$ cat config.mk
export PLATFORM = sky130hd
export DESIGN_NAME = tbb_back
export DESIGN_NICKNAME = d
export VERILOG_FILES = /design/src/rtl/core/tbb_pkg.sv /design/src/rtl/core/tbb_back.sv
export SDC_FILE = /design/constraint.sdc
export NUM_CORES = 1
export LEC_CHECK = 0
export ABC_CLOCK_PERIOD_IN_PS = 12400
export BUFFER_PORTS_ARGS = -buffer_cell sky130_fd_sc_hd__buf_2
export CAP_MARGIN = 20
export CORE_MARGIN = 1.5
export CORE_UTILIZATION = 40
export DETAILED_ROUTE_END_ITERATION = 10
export GPL_ROUTABILITY_DRIVEN = 0
export PLACE_DENSITY = 0.58
export SYNTH_ARGS = -nofsm -noshare
export SYNTH_HDL_FRONTEND = slang
export SYNTH_SLANG_ARGS = --single-unit
export TNS_END_PERCENT = 10
$ cat constraint.sdc
create_clock -name clk -period 12.4 [get_ports clk]
set_clock_uncertainty 0.15 [all_clocks]
set_input_delay 0.62 -clock clk [delete_from_list [all_inputs] [get_ports clk]]
set_output_delay 0.62 -clock clk [all_outputs]
set_load 0.1 [all_outputs]
$ cat src/rtl/core/tbb_pkg.sv
// Shared constants, types and register codes for the transformed bounding box unit.
package tbb_pkg;

  localparam int COORD_BITS = 16;
  localparam int FRAC_BITS  = 8;
  localparam int COEF_BITS  = 16;
  localparam int AXES       = 3;
  localparam int TERMS      = 3;
  localparam int RES_W      = 32;
  localparam int ROW_W      = 4 * COEF_BITS;

  localparam int PROD_W     = COORD_BITS + COEF_BITS;
  localparam int ACC_W      = PROD_W + 2;
  localparam int EXT_W      = (ACC_W + 1 > RES_W + 1) ? ACC_W + 1 : RES_W + 1;

  localparam int IN_DATA_W  = ((AXES * COORD_BITS + 7) / 8) * 8;
  localparam int OUT_DATA_W = 4 * AXES * RES_W;

  localparam int QDEPTH     = 4;
  localparam int QPTR_W     = $clog2(QDEPTH);
  localparam int QCNT_W     = QPTR_W + 1;

  localparam int CFG_IDX_W  = 2;
  localparam logic [CFG_IDX_W-1:0] CFG_ROW_X = 2'd0;
  localparam logic [CFG_IDX_W-1:0] CFG_ROW_Y = 2'd1;
  localparam logic [CFG_IDX_W-1:0] CFG_ROW_Z = 2'd2;

  localparam logic [ROW_W-1:0] ROW_X_RST = 64'h0000_0000_0000_0100;
  localparam logic [ROW_W-1:0] ROW_Y_RST = 64'h0000_0000_0100_0000;
  localparam logic [ROW_W-1:0] ROW_Z_RST = 64'h0000_0100_0000_0000;

  localparam logic [RES_W-1:0] BOX_LO_RST = {1'b0, {(RES_W-1){1'b1}}};
  localparam logic [RES_W-1:0] BOX_HI_RST = {1'b1, {(RES_W-1){1'b0}}};

  // one transformed vertex on its way from front to back
  typedef struct packed {
    logic                             last;
    logic [AXES-1:0][RES_W-1:0]       coord;
  } vtx_t;

  typedef struct packed {
    logic                             valid;
    vtx_t                             vtx;
  } q_push_t;

  typedef struct packed {
    logic                             valid;
    logic [QCNT_W-1:0]                count;
    vtx_t                             head;
  } q_stat_t;

  // packed so that min_x lands in the lowest bits
  typedef struct packed {
    logic [AXES-1:0][RES_W-1:0]       center;
    logic [AXES-1:0][RES_W-1:0]       size;
    logic [AXES-1:0][RES_W-1:0]       hi;
    logic [AXES-1:0][RES_W-1:0]       lo;
  } box_t;

endpackage

$ cat src/rtl/core/tbb_back.sv
// Back end: running per-axis min/max and the result register.
module tbb_back (
  input  logic                                clk,
  input  logic                                rst_n,
  input  tbb_pkg::q_stat_t                    q_stat,
  output logic                                q_pop,
  output logic                                out_tvalid,
  input  logic                                out_tready,
  output logic [tbb_pkg::OUT_DATA_W-1:0]      out_tdata
);
  import tbb_pkg::*;

  logic [AXES-1:0][RES_W-1:0]  lo_r, hi_r, lo_nxt, hi_nxt;
  logic                        out_valid_r;
  box_t                        out_r, box_nxt;
  logic                        emit;

  // a final word needs the result register free
  assign q_pop = q_stat.valid &&
                 (!q_stat.head.last || !out_valid_r || out_tready);
  assign emit  = q_pop && q_stat.head.last;

  always_comb begin
    logic [RES_W:0] mid;
    for (int a = 0; a < AXES; a++) begin
      lo_nxt[a] = ($signed(q_stat.head.coord[a]) < $signed(lo_r[a])) ?
                  q_stat.head.coord[a] : lo_r[a];
      hi_nxt[a] = ($signed(q_stat.head.coord[a]) > $signed(hi_r[a])) ?
                  q_stat.head.coord[a] : hi_r[a];
      mid = (RES_W+1)'($signed(lo_nxt[a])) + (RES_W+1)'($signed(hi_nxt[a]));
      box_nxt.lo[a]     = lo_nxt[a];
      box_nxt.hi[a]     = hi_nxt[a];
      box_nxt.size[a]   = hi_nxt[a] - lo_nxt[a];
      box_nxt.center[a] = mid[RES_W:1];
    end
  end

  always_ff @(posedge clk) begin
    if (!rst_n) begin
      lo_r <= {AXES{BOX_LO_RST}};
      hi_r <= {AXES{BOX_HI_RST}};
    end else if (emit) begin
      lo_r <= {AXES{BOX_LO_RST}};
      hi_r <= {AXES{BOX_HI_RST}};
    end else if (q_pop) begin
      lo_r <= lo_nxt;
      hi_r <= hi_nxt;
    end
  end

  always_ff @(posedge clk) begin
    if (emit) out_r <= box_nxt;
  end

  always_ff @(posedge clk) begin
    if (!rst_n) out_valid_r <= 1'b0;
    else if (emit) out_valid_r <= 1'b1;
    else if (out_tready) out_valid_r <= 1'b0;
  end

  assign out_tvalid = out_valid_r;
  assign out_tdata  = out_r;

`ifndef ASSERT_OFF
  a_emit_valid: assert property (@(posedge clk) disable iff (!rst_n)
    emit |=> out_valid_r)
    else $error("result not presented after final word");

  a_emit_clear: assert property (@(posedge clk) disable iff (!rst_n)
    emit |=> (lo_r[0] == BOX_LO_RST && hi_r[0] == BOX_HI_RST))
    else $error("box not cleared after final word");

  a_box_order: assert property (@(posedge clk) disable iff (!rst_n)
    out_valid_r |-> ($signed(out_r.lo[0]) <= $signed(out_r.hi[0]) &&
                     $signed(out_r.lo[1]) <= $signed(out_r.hi[1]) &&
                     $signed(out_r.lo[2]) <= $signed(out_r.hi[2])))
    else $error("reported min above max");

  a_no_pop_empty: assert property (@(posedge clk) disable iff (!rst_n)
    q_pop |-> q_stat.count != '0)
    else $error("pop from empty queue");
`endif

endmodule
==> metrics <==
async set-reset flop share out of synthesis 0; Pwr per Cell Area 202 nW/um^2; area post-placement 39100 um^2; gr usage total 0.214; PostCTS Resize Cnt 0; Synth top area share 0.326; number of H-tree levels 3; min-delay src rst_n; CP arrival 8120 ps; CTS tree yes; R2R setup slack 4490 ps; Min-Delay Endpoint out_tvalid; Avg Inst Size Synth 10.0 um^2; initial antenna violation count 15; share of layout cells above drive strength 1 0.187; Net Sw Frac 0.436; Die Y 300 um; total number of vias 27100; area leader, netlist edfxtp_1; die span in x 300 um; Detailed Route Iter0 Violations 1629; # setup viols final 0; LEAKAGE 0.0183 uW; grt ovf 0; largest cells by area after synthesis edfxtp_1, ha_1, dfxtp_1; worst skew pair latency 620 ps; GR Util met2 0.341; largest net degree at the start of global routing 119; total of max-cap violations 0; Final Max Slew Viols 0; Post-CTS Setup Inserts 0; first-pass GRT wire length 150000 um; sequential-to-total area share from yosys stat 0.435; vias in the first global route 25900; post-route ant nets 0; DRC errors left 0; status completed; CTS max path bufs 3; most frequent cells after synthesis edfxtp_1, ha_1, inv_1; Fin Setup TNS 0 ps; slew margin rel. 0.278; Critical Path RT 12600 ps; Post-Syn Instances 3524; Crit Path Category reg -> reg; Ports 490; dpl hpwl 75900 um; Comb pwr share 0.449; share of power burned in the clock network 0.251; P&R area growth vs syn 17.1%; CTS Buf Count 70; EDFF count, synth 384; ys flop type edfxtp_1; Worst IR Drop VDD 134 uV; Die Footprint 90200 um^2; met1 Use GR 0.284; r2r endpoint out_tdata[317]; clock transition at the registers of the reported paths 60 ps; net switching power figure 3650 uW; period utilization 0.638; Synthesis Warnings 0; post-place setup slack 3930 ps; post-DR wirelength/cell 19.1 um; RSZ-0062 raised after global routing false; port bufs 486; cell area after synthesis 35400 um^2; Worst-Margin Slew 1080 ps; Initial Utilization 0.406; met3 Use GR 0.0579; Max Clk Rate 126 MHz; worst min-delay path category in -> reg; Top Usage Layer GRT met2; FF-to-FF path depth 24; crit path time final 7910 ps; drt pass-1 iters 6; Net Count, Synth 4018; Hold Violations, Final 0; Int Power 4710 uW; fin nets 4469; vias per cell 5.21; CTS sink cnt 577; number of hold buffers added after cts 0; Flop pwr share 0.300; clock root cell clkbuf_16; site row count 108; number of library cell types mapped by synthesis 74; Reg2Reg Launch Point hi_r[31]; critical path capture point type flop; Crit Path Max Fanout 25; drt total wl 99100 um; core region area 87200 um^2; min setup slack post-route 4490 ps; Seq cells post-synth 577; startpoint class of the critical path flop; hold depth 2; Finished Cell Area 41400 um^2
## stage by stage
| stage | instances | utilization | total power (uW) | hold slack (ps) |
|---|---|---|---|---|
| after floorplan | 3524 | - | 5510 | 293 |
| after global placement | 5057 | 0.448 | 6280 | 302 |
| after detailed placement | 5057 | 0.448 | 6280 | 309 |
| after CTS | 5185 | 0.475 | 8420 | 99.3 |
| after global routing | 5189 | 0.475 | 8790 | 112 |
| final | 5193 | 0.475 | 8360 | 146 |
## power by group through the flow
stage	clock network (uW)	registers, uW	logic [uW]
2_1_floorplan	0	3770	1740
3_3_place_gp	0	2550	3730
3_5_place_dp	0	2550	3730
4_1_cts	2160	2510	3750
5_1_grt	2240	2530	4020
6_report	2100	2510	3750
## final cells by class
class,count,area [um^2]
antenna,7,17.5
tap,1155,1450
multi-input combinational,2429,18100
fill,8342,45700
timing repair buffer,520,2690
clock buffer,88,1910
sequential,577,15400
inverter,377,1420
clock inverter,40,422
## cell usage in the layout (no fill, tap or decap), types with 103 or more instances in the layout
cell type	count
mux2_2	103
xnor2_1	121
buf_2	486
a21oi_1	237
o21ai_0	145
edfxtp_1	384
nor2_1	314
nand2_1	233
ha_1	384
inv_1	376
mux2i_1	194
dfxtp_1	193
## registers in the layout, indices dropped and copies added, names as in the netlist
name,count
out_tdata,384
hi_r,96
lo_r,96
out_tvalid,1
## worst max path at each step
stage | cells past startpoint | start | to | slack [ps]
floorplan | 6 | out_tvalid | out_tdata[0] | 2710
global placement | 26 | q_stat[9] | out_tdata[319] | 3990
detailed placement | 26 | q_stat[9] | out_tdata[319] | 3930
CTS | 26 | lo_r[9] | out_tdata[319] | 4290
global route | 24 | hi_r[31] | out_tdata[317] | 3960
finish | 24 | hi_r[31] | out_tdata[317] | 4490
## worst max-delay path: stages (launching register included)
cell and delay (ps):
dfxtp_1 350, inv_1 50, ha_1 360, and3_1 230, nand4_1 200, or4_1 580, or2_2 300, nor3_1 210
and2_1 160, a2111oi_0 150, nand3b_1 140, o211a_1 440, buf_4 460, mux2_2 440, ha_1 430, inv_1 110
a2111oi_0 610, o21ai_0 220, o21ai_0 160, a2111oi_1 90, clkbuf_2 220, a211oi_1 700, o41ai_1 240, a221oi_1 490
xnor2_1 130
## routing by layer
layer / part of all wire / vias to the layer above
li1: - / 13400
met3: 0.071 / 151
met2: 0.46 / 671
met4: 0.025 / 18
met1: 0.44 / 12800
met5: 0.0012 / -
## logic make-up after synthesis
| family | synth area share |
|---|---|
| mux | 0.0882 |
| buf+inv | 0.0553 |
| xor+xnor | 0.0399 |
| flops | 0.435 |
| simple gates | 0.107 |
| fa+ha+maj | 0.139 |
| compound gates | 0.135 |
Power figures use the tool's default switching activity.
