File: src/rtl/core/tbb_pkg.sv
// Shared constants, types and register codes for the transformed bounding box unit.
package tbb_pkg;

  localparam int COORD_BITS = 16;
  localparam int FRAC_BITS  = 8;
  localparam int COEF_BITS  = 16;
  localparam int AXES       = 3;
  localparam int TERMS      = 3;
  localparam int RES_W      = 32;
  localparam int ROW_W      = 4 * COEF_BITS;

  localparam int PROD_W     = COORD_BITS + COEF_BITS;
  localparam int ACC_W      = PROD_W + 2;
  localparam int EXT_W      = (ACC_W + 1 > RES_W + 1) ? ACC_W + 1 : RES_W + 1;

  localparam int IN_DATA_W  = ((AXES * COORD_BITS + 7) / 8) * 8;
  localparam int OUT_DATA_W = 4 * AXES * RES_W;

  localparam int QDEPTH     = 4;
  localparam int QPTR_W     = $clog2(QDEPTH);
  localparam int QCNT_W     = QPTR_W + 1;

  localparam int CFG_IDX_W  = 2;
  localparam logic [CFG_IDX_W-1:0] CFG_ROW_X = 2'd0;
  localparam logic [CFG_IDX_W-1:0] CFG_ROW_Y = 2'd1;
  localparam logic [CFG_IDX_W-1:0] CFG_ROW_Z = 2'd2;

  localparam logic [ROW_W-1:0] ROW_X_RST = 64'h0000_0000_0000_0100;
  localparam logic [ROW_W-1:0] ROW_Y_RST = 64'h0000_0000_0100_0000;
  localparam logic [ROW_W-1:0] ROW_Z_RST = 64'h0000_0100_0000_0000;

  localparam logic [RES_W-1:0] BOX_LO_RST = {1'b0, {(RES_W-1){1'b1}}};
  localparam logic [RES_W-1:0] BOX_HI_RST = {1'b1, {(RES_W-1){1'b0}}};

  // one transformed vertex on its way from front to back
  typedef struct packed {
    logic                             last;
    logic [AXES-1:0][RES_W-1:0]       coord;
  } vtx_t;

  typedef struct packed {
    logic                             valid;
    vtx_t                             vtx;
  } q_push_t;

  typedef struct packed {
    logic                             valid;
    logic [QCNT_W-1:0]                count;
    vtx_t                             head;
  } q_stat_t;

  // packed so that min_x lands in the lowest bits
  typedef struct packed {
    logic [AXES-1:0][RES_W-1:0]       center;
    logic [AXES-1:0][RES_W-1:0]       size;
    logic [AXES-1:0][RES_W-1:0]       hi;
    logic [AXES-1:0][RES_W-1:0]       lo;
  } box_t;

endpackage

File: src/rtl/core/tbb_queue.sv
// Short queue of transformed vertices between the front and back ends.
module tbb_queue (
  input  logic                 clk,
  input  logic                 rst_n,
  input  tbb_pkg::q_push_t     q_push,
  input  logic                 q_pop,
  output tbb_pkg::q_stat_t     q_stat
);
  import tbb_pkg::*;

  vtx_t               q_mem_r [QDEPTH];
  logic [QPTR_W-1:0]  wr_ptr_r, rd_ptr_r;
  logic [QCNT_W-1:0]  count_r, count_nxt;
  logic               do_pop;

  assign do_pop = q_pop && (count_r != '0);

  always_comb begin
    count_nxt = count_r;
    if (q_push.valid && !do_pop) count_nxt = count_r + 1'b1;
    else if (!q_push.valid && do_pop) count_nxt = count_r - 1'b1;
  end

  always_ff @(posedge clk) begin
    if (q_push.valid) q_mem_r[wr_ptr_r] <= q_push.vtx;
  end

  always_ff @(posedge clk) begin
    if (!rst_n) begin
      wr_ptr_r <= '0;
      rd_ptr_r <= '0;
      count_r  <= '0;
    end else begin
      if (q_push.valid) wr_ptr_r <= wr_ptr_r + 1'b1;
      if (do_pop)       rd_ptr_r <= rd_ptr_r + 1'b1;
      count_r <= count_nxt;
    end
  end

  assign q_stat.valid = (count_r != '0);
  assign q_stat.count = count_r;
  assign q_stat.head  = q_mem_r[rd_ptr_r];

endmodule

File: config.mk
export PLATFORM = sky130hd
export DESIGN_NAME = tbb_queue
export DESIGN_NICKNAME = d
export VERILOG_FILES = /design/src/rtl/core/tbb_pkg.sv /design/src/rtl/core/tbb_queue.sv
export SDC_FILE = /design/constraint.sdc
export NUM_CORES = 1
export LEC_CHECK = 0
export BUFFER_PORTS_ARGS = -buffer_cell sky130_fd_sc_hd__buf_2
export CORE_MARGIN = 2
export CORE_UTILIZATION = 35
export DETAILED_ROUTE_END_ITERATION = 8
export SETUP_SLACK_MARGIN = 0.1
export SYNTH_ARGS = -nofsm -noshare
export SYNTH_HDL_FRONTEND = slang
export SYNTH_SLANG_ARGS = --single-unit
File: constraint.sdc
create_clock -name clk -period 3.1 [get_ports clk]
set_input_delay 0.155 -clock clk [delete_from_list [all_inputs] [get_ports clk]]
set_output_delay 0.155 -clock clk [all_outputs]
set_load 0.02 [all_outputs]
==> key figures, run 1 <==
Detailed routing
  • Routed WL: 28,350 µm
  • Vias: 6,812
  • DRC: 0
  • Vias/cell: 4.698
  • Initial DRC count: 253
  • Routed length per instance: 19.55 µm
  • Antenna violation net count after detailed routing: 0
  • DRT Pass-1 Iters: 4

Logic synthesis
  • Seq/Total Area, Yosys: 0.8189
  • Syn avg cell area: 26.32 µm²
  • Unique masters post-synth: 21
  • Post-Syn Instances: 549
  • Syn_nets: 656
  • Top cells by area, synth: edfxtp_1 (81%), mux4_2 (15%), dfxtp_1 (1.2%), ha_1 (0.43%), buf_12 (0.42%)
  • Synth Cell Area: 0.01445 mm²
  • Share of the synthesized area in the top cell type: 0.8064
  • #FFs+latches synth: 397
  • Synthesis Warnings: 0
  • Area leader, netlist: edfxtp_1

Clock tree
  • Sink Count: 397
  • Post-CTS resize count: 0
  • Root Driver: clkbuf_16
  • CTS tree: built
  • CTS Hold Bufs: 99
  • Htree depth: 2
  • Clock latency on the worst-skew pair: 0.54 ns
  • Inserted Clock Buffers: 43
  • Post-CTS Setup Bufs: 0
  • CTS max path bufs: 3
  • Clock transition at the registers of the reported paths: 0.05 ns

GRT
  • Largest net degree at the start of global routing: 55
  • All-Layer GR Usage: 0.1323
  • Number of global-route vias before repair: 7,445
  • Antenna violations before repair: 3
  • First-pass GRT wire length: 43,590 µm
  • GRT overflow: 0

STA
  • Max_slew headroom: 0.6122
  • Achievable Freq: 0.4054 GHz
  • Slew @ Worst Pin: 0.5817 ns
  • Final min period: 2.467 ns
  • Fin. Hold Viols: 0
  • Clock Skews: 0.01636 ns
  • RSZ-0062 raised after global routing: no
  • Setup TNS: 0 ns
  • Fin. max-slew vios: 0
  • Hold Slack: 0.09775 ns
  • Setup violators final: 0
  • Period utilization: 0.7957

Power
  • Max VDD drop: 0.0006852 V
  • Total Power: 0.01440 W
  • Leakage: 6.223 nW
  • Power Density: 778.7 mW/mm²

Layout
  • Commonest cells after routing, fill and taps aside: edfxtp_1 (388), buf_2 (201), dlygate4sd3_1 (99)
  • Share of cells above drive strength 1: 0.4098
  • Fill count: 3,462
  • Multi-input gate area: 0.002451 mm²
  • Layout Utilization: 0.4527
  • Area growth syn-to-layout: 27.95%
  • Commonest non-fill, non-tap cell in the layout: edfxtp_1
  • Number of nets in the layout: 993
  • Register area: 0.01184 mm²
  • Post-route cell area: 0.01849 mm²

Floorplan
  • Die area: 0.04292 mm²
  • Ports: 202
  • Row count: 74
  • Initial Util: 0.3538
  • Die Ht: 207.2 µm
  • Core Area: 0.04083 mm²
  • Die width: 207.2 µm

Worst hold path
  • Hold Crit Class: primary input to flop
  • Min-delay src: q_pop

Place
  • Post-DP HPWL: 16,690 µm
  • RePlAce Congestion: 0.6781
  • Dpl cell area: 0.01618 mm²
  • Port Buf Inserts: 201

Critical path
  • Critical-path top delay cell: dfxtp_4
  • Critical Path Start Type: flop
  • Required @ worst endpoint: 2.94 ns
  • Worst-path cell chain: buf_12, mux4_2, buf_2
  • Crit path DAT: 2.31 ns
  • Critical path buffers and inverters: 2
  • CP delay by family, top: flip-flops
  • Worst Path Max Fanout: 37
  • Crit path largest cell delay: 0.62 ns
  • Crit. End Element: primary output
  • Reg-to-Reg Start: count_r[0]
  • Critical path class: flop to primary output

Run
  • Max-cap violation count: 0

Status
  • Outcome: completed
-- registers in the layout, summed over array words and instances, names as in the netlist, named ones only --
register,flops
count_r,3
rd_ptr_r,2
wr_ptr_r,2
q_mem_r,388
-- synth_stat cells --
cell and number:
inv_1 3, fa_1 1, or3_1 2, o311ai_0 1
xor2_1 2, mux4_2 97, buf_12 3, buf_2 11
dfxtp_1 9, ha_1 5, nor2b_1 2, a21boi_0 1
buf_8 1, clkbuf_1 6, and2_1 9, buf_6 1
o21ai_0 1, xnor2_1 3, mux2i_1 2, o31ai_1 1
edfxtp_1 388
-- report_power, final --
| part | switching [W] | internal [W] | total [W] |
|---|---|---|---|
| Combinational | 0.00178 | 0.00150 | 0.00328 |
| Sequential | 0.000189 | 0.00619 | 0.00638 |
| Clock | 0.00193 | 0.00280 | 0.00473 |
-- tightest hold or removal path, delay by kind of cell --
kind | cells | cell delay, ns
AND/OR/NAND/NOR | 1 | 0.15
buffers and inverters | 1 | 0.11
AO/OA/AOI/OAI | 1 | 0.10
XOR/XNOR | 1 | 0.09
-- final timing paths --
path	to	cells after the start	slack, ns
worst max-delay path	q_stat[75]	3	0.63
worst min-delay path	flop	4	0.1
worst max register to register	count_r[2]	7	0.94
worst min register to register	count_r[2]	2	0.56
-- through the flow --
step / worst slack, ns / std cells
2_1_floorplan: 0.9204 / 549
3_3_place_gp: 1.026 / 1274
3_5_place_dp: 0.9351 / 1274
4_1_cts: 0.5233 / 1447
5_1_grt: 0.4734 / 1450
6_report: 0.6334 / 1450
-- layout make-up --
type                    instances  share of cell area
diodes                          3           0.0004061
clock inverters                19            0.007852
well taps                     532             0.03601
clock buffers                  55             0.06295
repair buffers                314              0.1191
multi-input cells             127              0.1326
flip-flops and latches        397              0.6405
inverters                       3           0.0006092
-- logic make-up after synthesis --
family                     after synthesis  share of synthesized area
xor gates and xnor gates                 5                   0.003032
buffers and inverters                   25                    0.01212
adders and majority gates                6                   0.005716
DFF                                    397                     0.8189
AOI/OAI and AO/OA                        4                   0.001992
and+or+nand+nor                         13                   0.005629
muxes                                   99                     0.1526
-- per-layer routing --
layer	up-vias	track usage	share of wire
met5	-	0	0
met1	3527	0.1754	0.44
li1	3044	-	-
met4	0	0.04507	0.021
met3	42	0.03487	0.058
met2	199	0.2125	0.48
Power figures use the tool's default switching activity.
==> inputs of run 2 (changes only) <==
--- a/config.mk
+++ b/config.mk
@@ -5,6 +5,7 @@
 export SDC_FILE = /design/constraint.sdc
 export NUM_CORES = 1
 export LEC_CHECK = 0
+export ABC_AREA = 1
 export BUFFER_PORTS_ARGS = -buffer_cell sky130_fd_sc_hd__buf_2
 export CORE_MARGIN = 2
 export CORE_UTILIZATION = 35
==> constraint.sdc (replaced) <==
create_clock -name clk -period 2.1 [get_ports clk]
set_input_delay 0.105 -clock clk [delete_from_list [all_inputs] [get_ports clk]]
set_output_delay 0.105 -clock clk [all_outputs]
set_load 0.02 [all_outputs]
==> run 2 against run 1 <==
Effect of this change:
- utilization is 3.2 points higher
- sequential power is 45% higher
- sequential share of layout area is 5.7 points lower
- worst hold slack better by 0.20 ns
- sequential cell count stayed put
- clock-buffer cell count is 4 lower
- critical endpoint is now q_stat[94]
==> key figures, run 2 <==
Power
  • Part of the power in registers: 0.382 (-0.061)
  • Max VDD drop: 0.0008115 V (+18%)
  • Switching power total: 0.007489 W (+92%)
  • Part of the power in the clock network: 0.310 (-0.019)
  • Combinational Power Share: 0.309 (+0.081)
  • Leakage: 7.227 nW (+16%)
  • Sw Share: 0.3101 (+0.03924)
  • Int Pwr: 0.01666 W (+59%)
  • Power Density: 1190 mW/mm² (+53%)

STA
  • Max_slew headroom: 0.6448 (+0.03255)
  • Fin. max-slew vios: 0 (unchanged)
  • Setup TNS: 0 ns (unchanged)
  • Setup violators final: 0 (unchanged)
  • Achievable Freq: 0.4928 GHz
  • Fin. Hold Viols: 0 (unchanged)
  • Period utilization: 0.9663
  • Clock Skews: 0.01529 ns (-0.001071 ns)
  • RSZ-0062 raised after global routing: yes
  • Final min period: 2.029 ns
  • Slew @ Worst Pin: 0.5328 ns (-0.04882 ns)

Critical path
  • Worst Path Max Fanout: 15 (-59%)
  • Crit. End Element: primary output
  • Reg2Reg Setup Slack: 0.34 ns (-0.60 ns)
  • Critical path endpoint: q_stat[94]
  • Reg2reg path depth: 12 (+5)
  • Critical path class: flop to primary output
  • Required @ worst endpoint: 2.00 ns (-0.94 ns)
  • FF-to-FF End: count_r[2]
  • Crit path DAT: 1.92 ns (-0.39 ns)
  • Critical Path Start Type: flop
  • Reg-to-Reg Start: count_r[1]

Logic synthesis
  • Seq/Total Area, Yosys: 0.7995 (-0.01939)
  • Syn avg cell area: 14.81 µm² (-44%)
  • #FFs+latches synth: 397 (unchanged)
  • Synthesis Warnings: 0 (unchanged)
  • Synth Cell Area: 0.01480 mm² (+2.4%)
  • Syn_nets: 1,106 (+69%)
  • Async SR Flop Fraction: 0 (unchanged)
  • Most frequent cell after synthesis: edfxtp_1
  • Number of synthesized flops with an enable pin: 388 (unchanged)
  • Share of the synthesized area in the top cell type: 0.7874 (-0.01909)
  • Synth cell count leaders: edfxtp_1 (388), nor2_1 (200), o21ai_0 (134), o22ai_1 (97), o21ai_1 (63)
  • Unique masters post-synth: 19 (-9.5%)
  • Top cells by area, synth: edfxtp_1 (79%), nor2_1 (5.1%), o21ai_0 (4.5%), o22ai_1 (4.1%), o21ai_1 (2.1%)
  • Post-Syn Instances: 999 (+82%)
  • Main flop type after synthesis: edfxtp_1
  • Area leader, netlist: edfxtp_1

Clock tree
  • CTS tree: built
  • CTS max path bufs: 3 (unchanged)
  • Clock latency on the worst-skew pair: 0.55 ns (about the same)
  • Root Driver: clkbuf_16
  • Inserted Clock Buffers: 42 (-2.3%)
  • Htree depth: 2 (unchanged)
  • Clock transition at the registers of the reported paths: 0.06 ns (about the same)
  • Sink Count: 397 (unchanged)

Place
  • RePlAce Congestion: 0.7610 (+12%)
  • Port Buf Inserts: 201 (unchanged)
  • Post-DP HPWL: 18,880 µm (+13%)
  • Placed instance count: 1,704 (+34%)

Floorplan
  • Ports: 202 (unchanged)
  • Die Ht: 209.6 µm (+1.2%)
  • Row count: 75 (+1.4%)
  • Die area: 0.04394 mm² (+2.4%)
  • Core Area: 0.04185 mm² (+2.5%)
  • Initial Util: 0.3536 (about the same)
  • Die width: 209.6 µm (+1.2%)

Layout
  • Register area: 0.01184 mm² (about the same)
  • Top reg by flops: q_mem_r
  • Commonest cells after routing, fill and taps aside: edfxtp_1 (388), nor2_1 (198), buf_2 (127)
  • Layout Cells excl Fill: 1,923 (+33%)
  • Top Registers: q_mem_r: 388 flops, count_r: 3 flops
  • Multi-input gate area: 0.002759 mm² (+13%)
  • Area growth syn-to-layout: 37.13%
  • Commonest non-fill, non-tap cell in the layout: edfxtp_1
  • Share of cells above drive strength 1: 0.2793 (-0.1305)
  • Largest register FFs: 388 (unchanged)
  • Fill count: 3,608 (+4.2%)
  • Number of nets in the layout: 1,457 (+47%)

GRT
  • All-Layer GR Usage: 0.1771 (+0.04484)
  • Antenna violations before repair: 3 (unchanged)
  • Number of global-route vias before repair: 9,716 (+31%)
  • First-pass GRT wire length: 58,390 µm (+34%)
  • Largest net degree at the start of global routing: 79 (+44%)
  • GRT overflow: 0 (unchanged)

Detailed routing
  • DRT Pass-1 Iters: 5 (+1)
  • Antenna violation net count after detailed routing: 0 (unchanged)
  • DRC: 0 (unchanged)
  • Vias/cell: 5.033 (+7.1%)
  • Initial DRC count: 730 (+190%)
  • Vias: 9,679 (+42%)
  • Routed WL: 40,710 µm (+44%)
  • Routed length per instance: 21.17 µm (+8.3%)

Status
  • Outcome: completed

Worst hold path
  • Hold Crit Class: primary input to flop
  • Worst Hold Path Cells: 2 (-2)

Run
  • Max-cap violation count: 0 (unchanged)
run 2: changes by cell type after synthesis, moves of 14 or more:
cell and delta:
nor2_1 +200, o21ai_0 +133, mux4_2 -97, o22ai_1 +97
o21ai_1 +63, clkbuf_1 +19, nand2_1 +15, buf_6 +14
run 2: stage by stage:
step	instance area [µm²]	utilization	total power, W	setup slack, ns	hold slack [ns]
finish	20290	0.4848	0.02415	0.07086	0.2994
global route	20290	0.4848	0.02517	0.007384	0.2903
CTS	19780	0.4725	0.02361	0.06116	0.2622
detailed placement	16550	0.3955	0.01462	0.3420	0.3223
global placement	16550	0.3955	0.01456	0.3474	0.3199
floorplan	14830	-	0.01270	-0.3173	0.2039
run 2: logic make-up after synthesis:
kind of cell / count (synthesis) / share of synthesized area
simple gates: 218 / 0.05555
compound gates: 299 / 0.1093
fa+ha+maj: 6 / 0.005581
xor+xnor: 1 / 0.0005920
buf+inv: 78 / 0.02942
flops: 397 / 0.7995
run 2: power by group through the flow:
stage | logic [W] | clock network [W] | registers [W]
after detailed placement | 0.00522 | 0 | 0.00940
after global placement | 0.00517 | 0 | 0.00939
final | 0.00746 | 0.00748 | 0.00922
after global routing | 0.00797 | 0.00796 | 0.00925
after floorplan | 0.00330 | 0 | 0.00940
after CTS | 0.00674 | 0.00765 | 0.00922
run 2: how the worst min path moves through the flow:
stage | start | end | slack [ns]
2_1_floorplan | q_push[0] | q_mem_r[0][0] | 0.20
5_1_grt | q_push[1] | q_mem_r[3][1] | 0.29
3_5_place_dp | q_push[7] | q_mem_r[0][7] | 0.32
4_1_cts | q_push[80] | q_mem_r[3][80] | 0.26
3_3_place_gp | q_push[5] | q_mem_r[3][5] | 0.32
6_report | q_push[1] | q_mem_r[3][1] | 0.30
run 2: worst max-delay path: stages, from the launching register on:
cell	delay [ns]
dfxtp_4	0.38
buf_12	0.16
inv_16	0.06
buf_12	0.14
buf_12	0.14
o21ai_0	0.18
o22ai_1	0.12
buf_4	0.17
run 2: routing by layer:
metal	routed length [µm]	GRT usage	vias up
met4	1198	0.05234	0
met5	0	0	-
met1	17580	0.2369	4810
li1	-	-	4492
met3	2605	0.03322	62
met2	19330	0.2955	315
run 2: layout make-up:
class | instances | area share
diodes | 2 | 0.0002466
clock buffers | 51 | 0.05451
clock inverters | 25 | 0.01418
inverters | 16 | 0.005118
multi-input cells | 524 | 0.1360
flip-flops and latches | 397 | 0.5836
well taps | 539 | 0.03323
repair buffers | 366 | 0.1719
repair inverters | 3 | 0.001295
run 2: timing repair:
action	4_1_cts	5_1_grt
hold buffers	100	0
pin swaps	6	21
buffers inserted	14	1
resized for setup	74	90
cloned	16	10
endpoints found under the hold margin	397	0
setup endpoints to repair	97	80
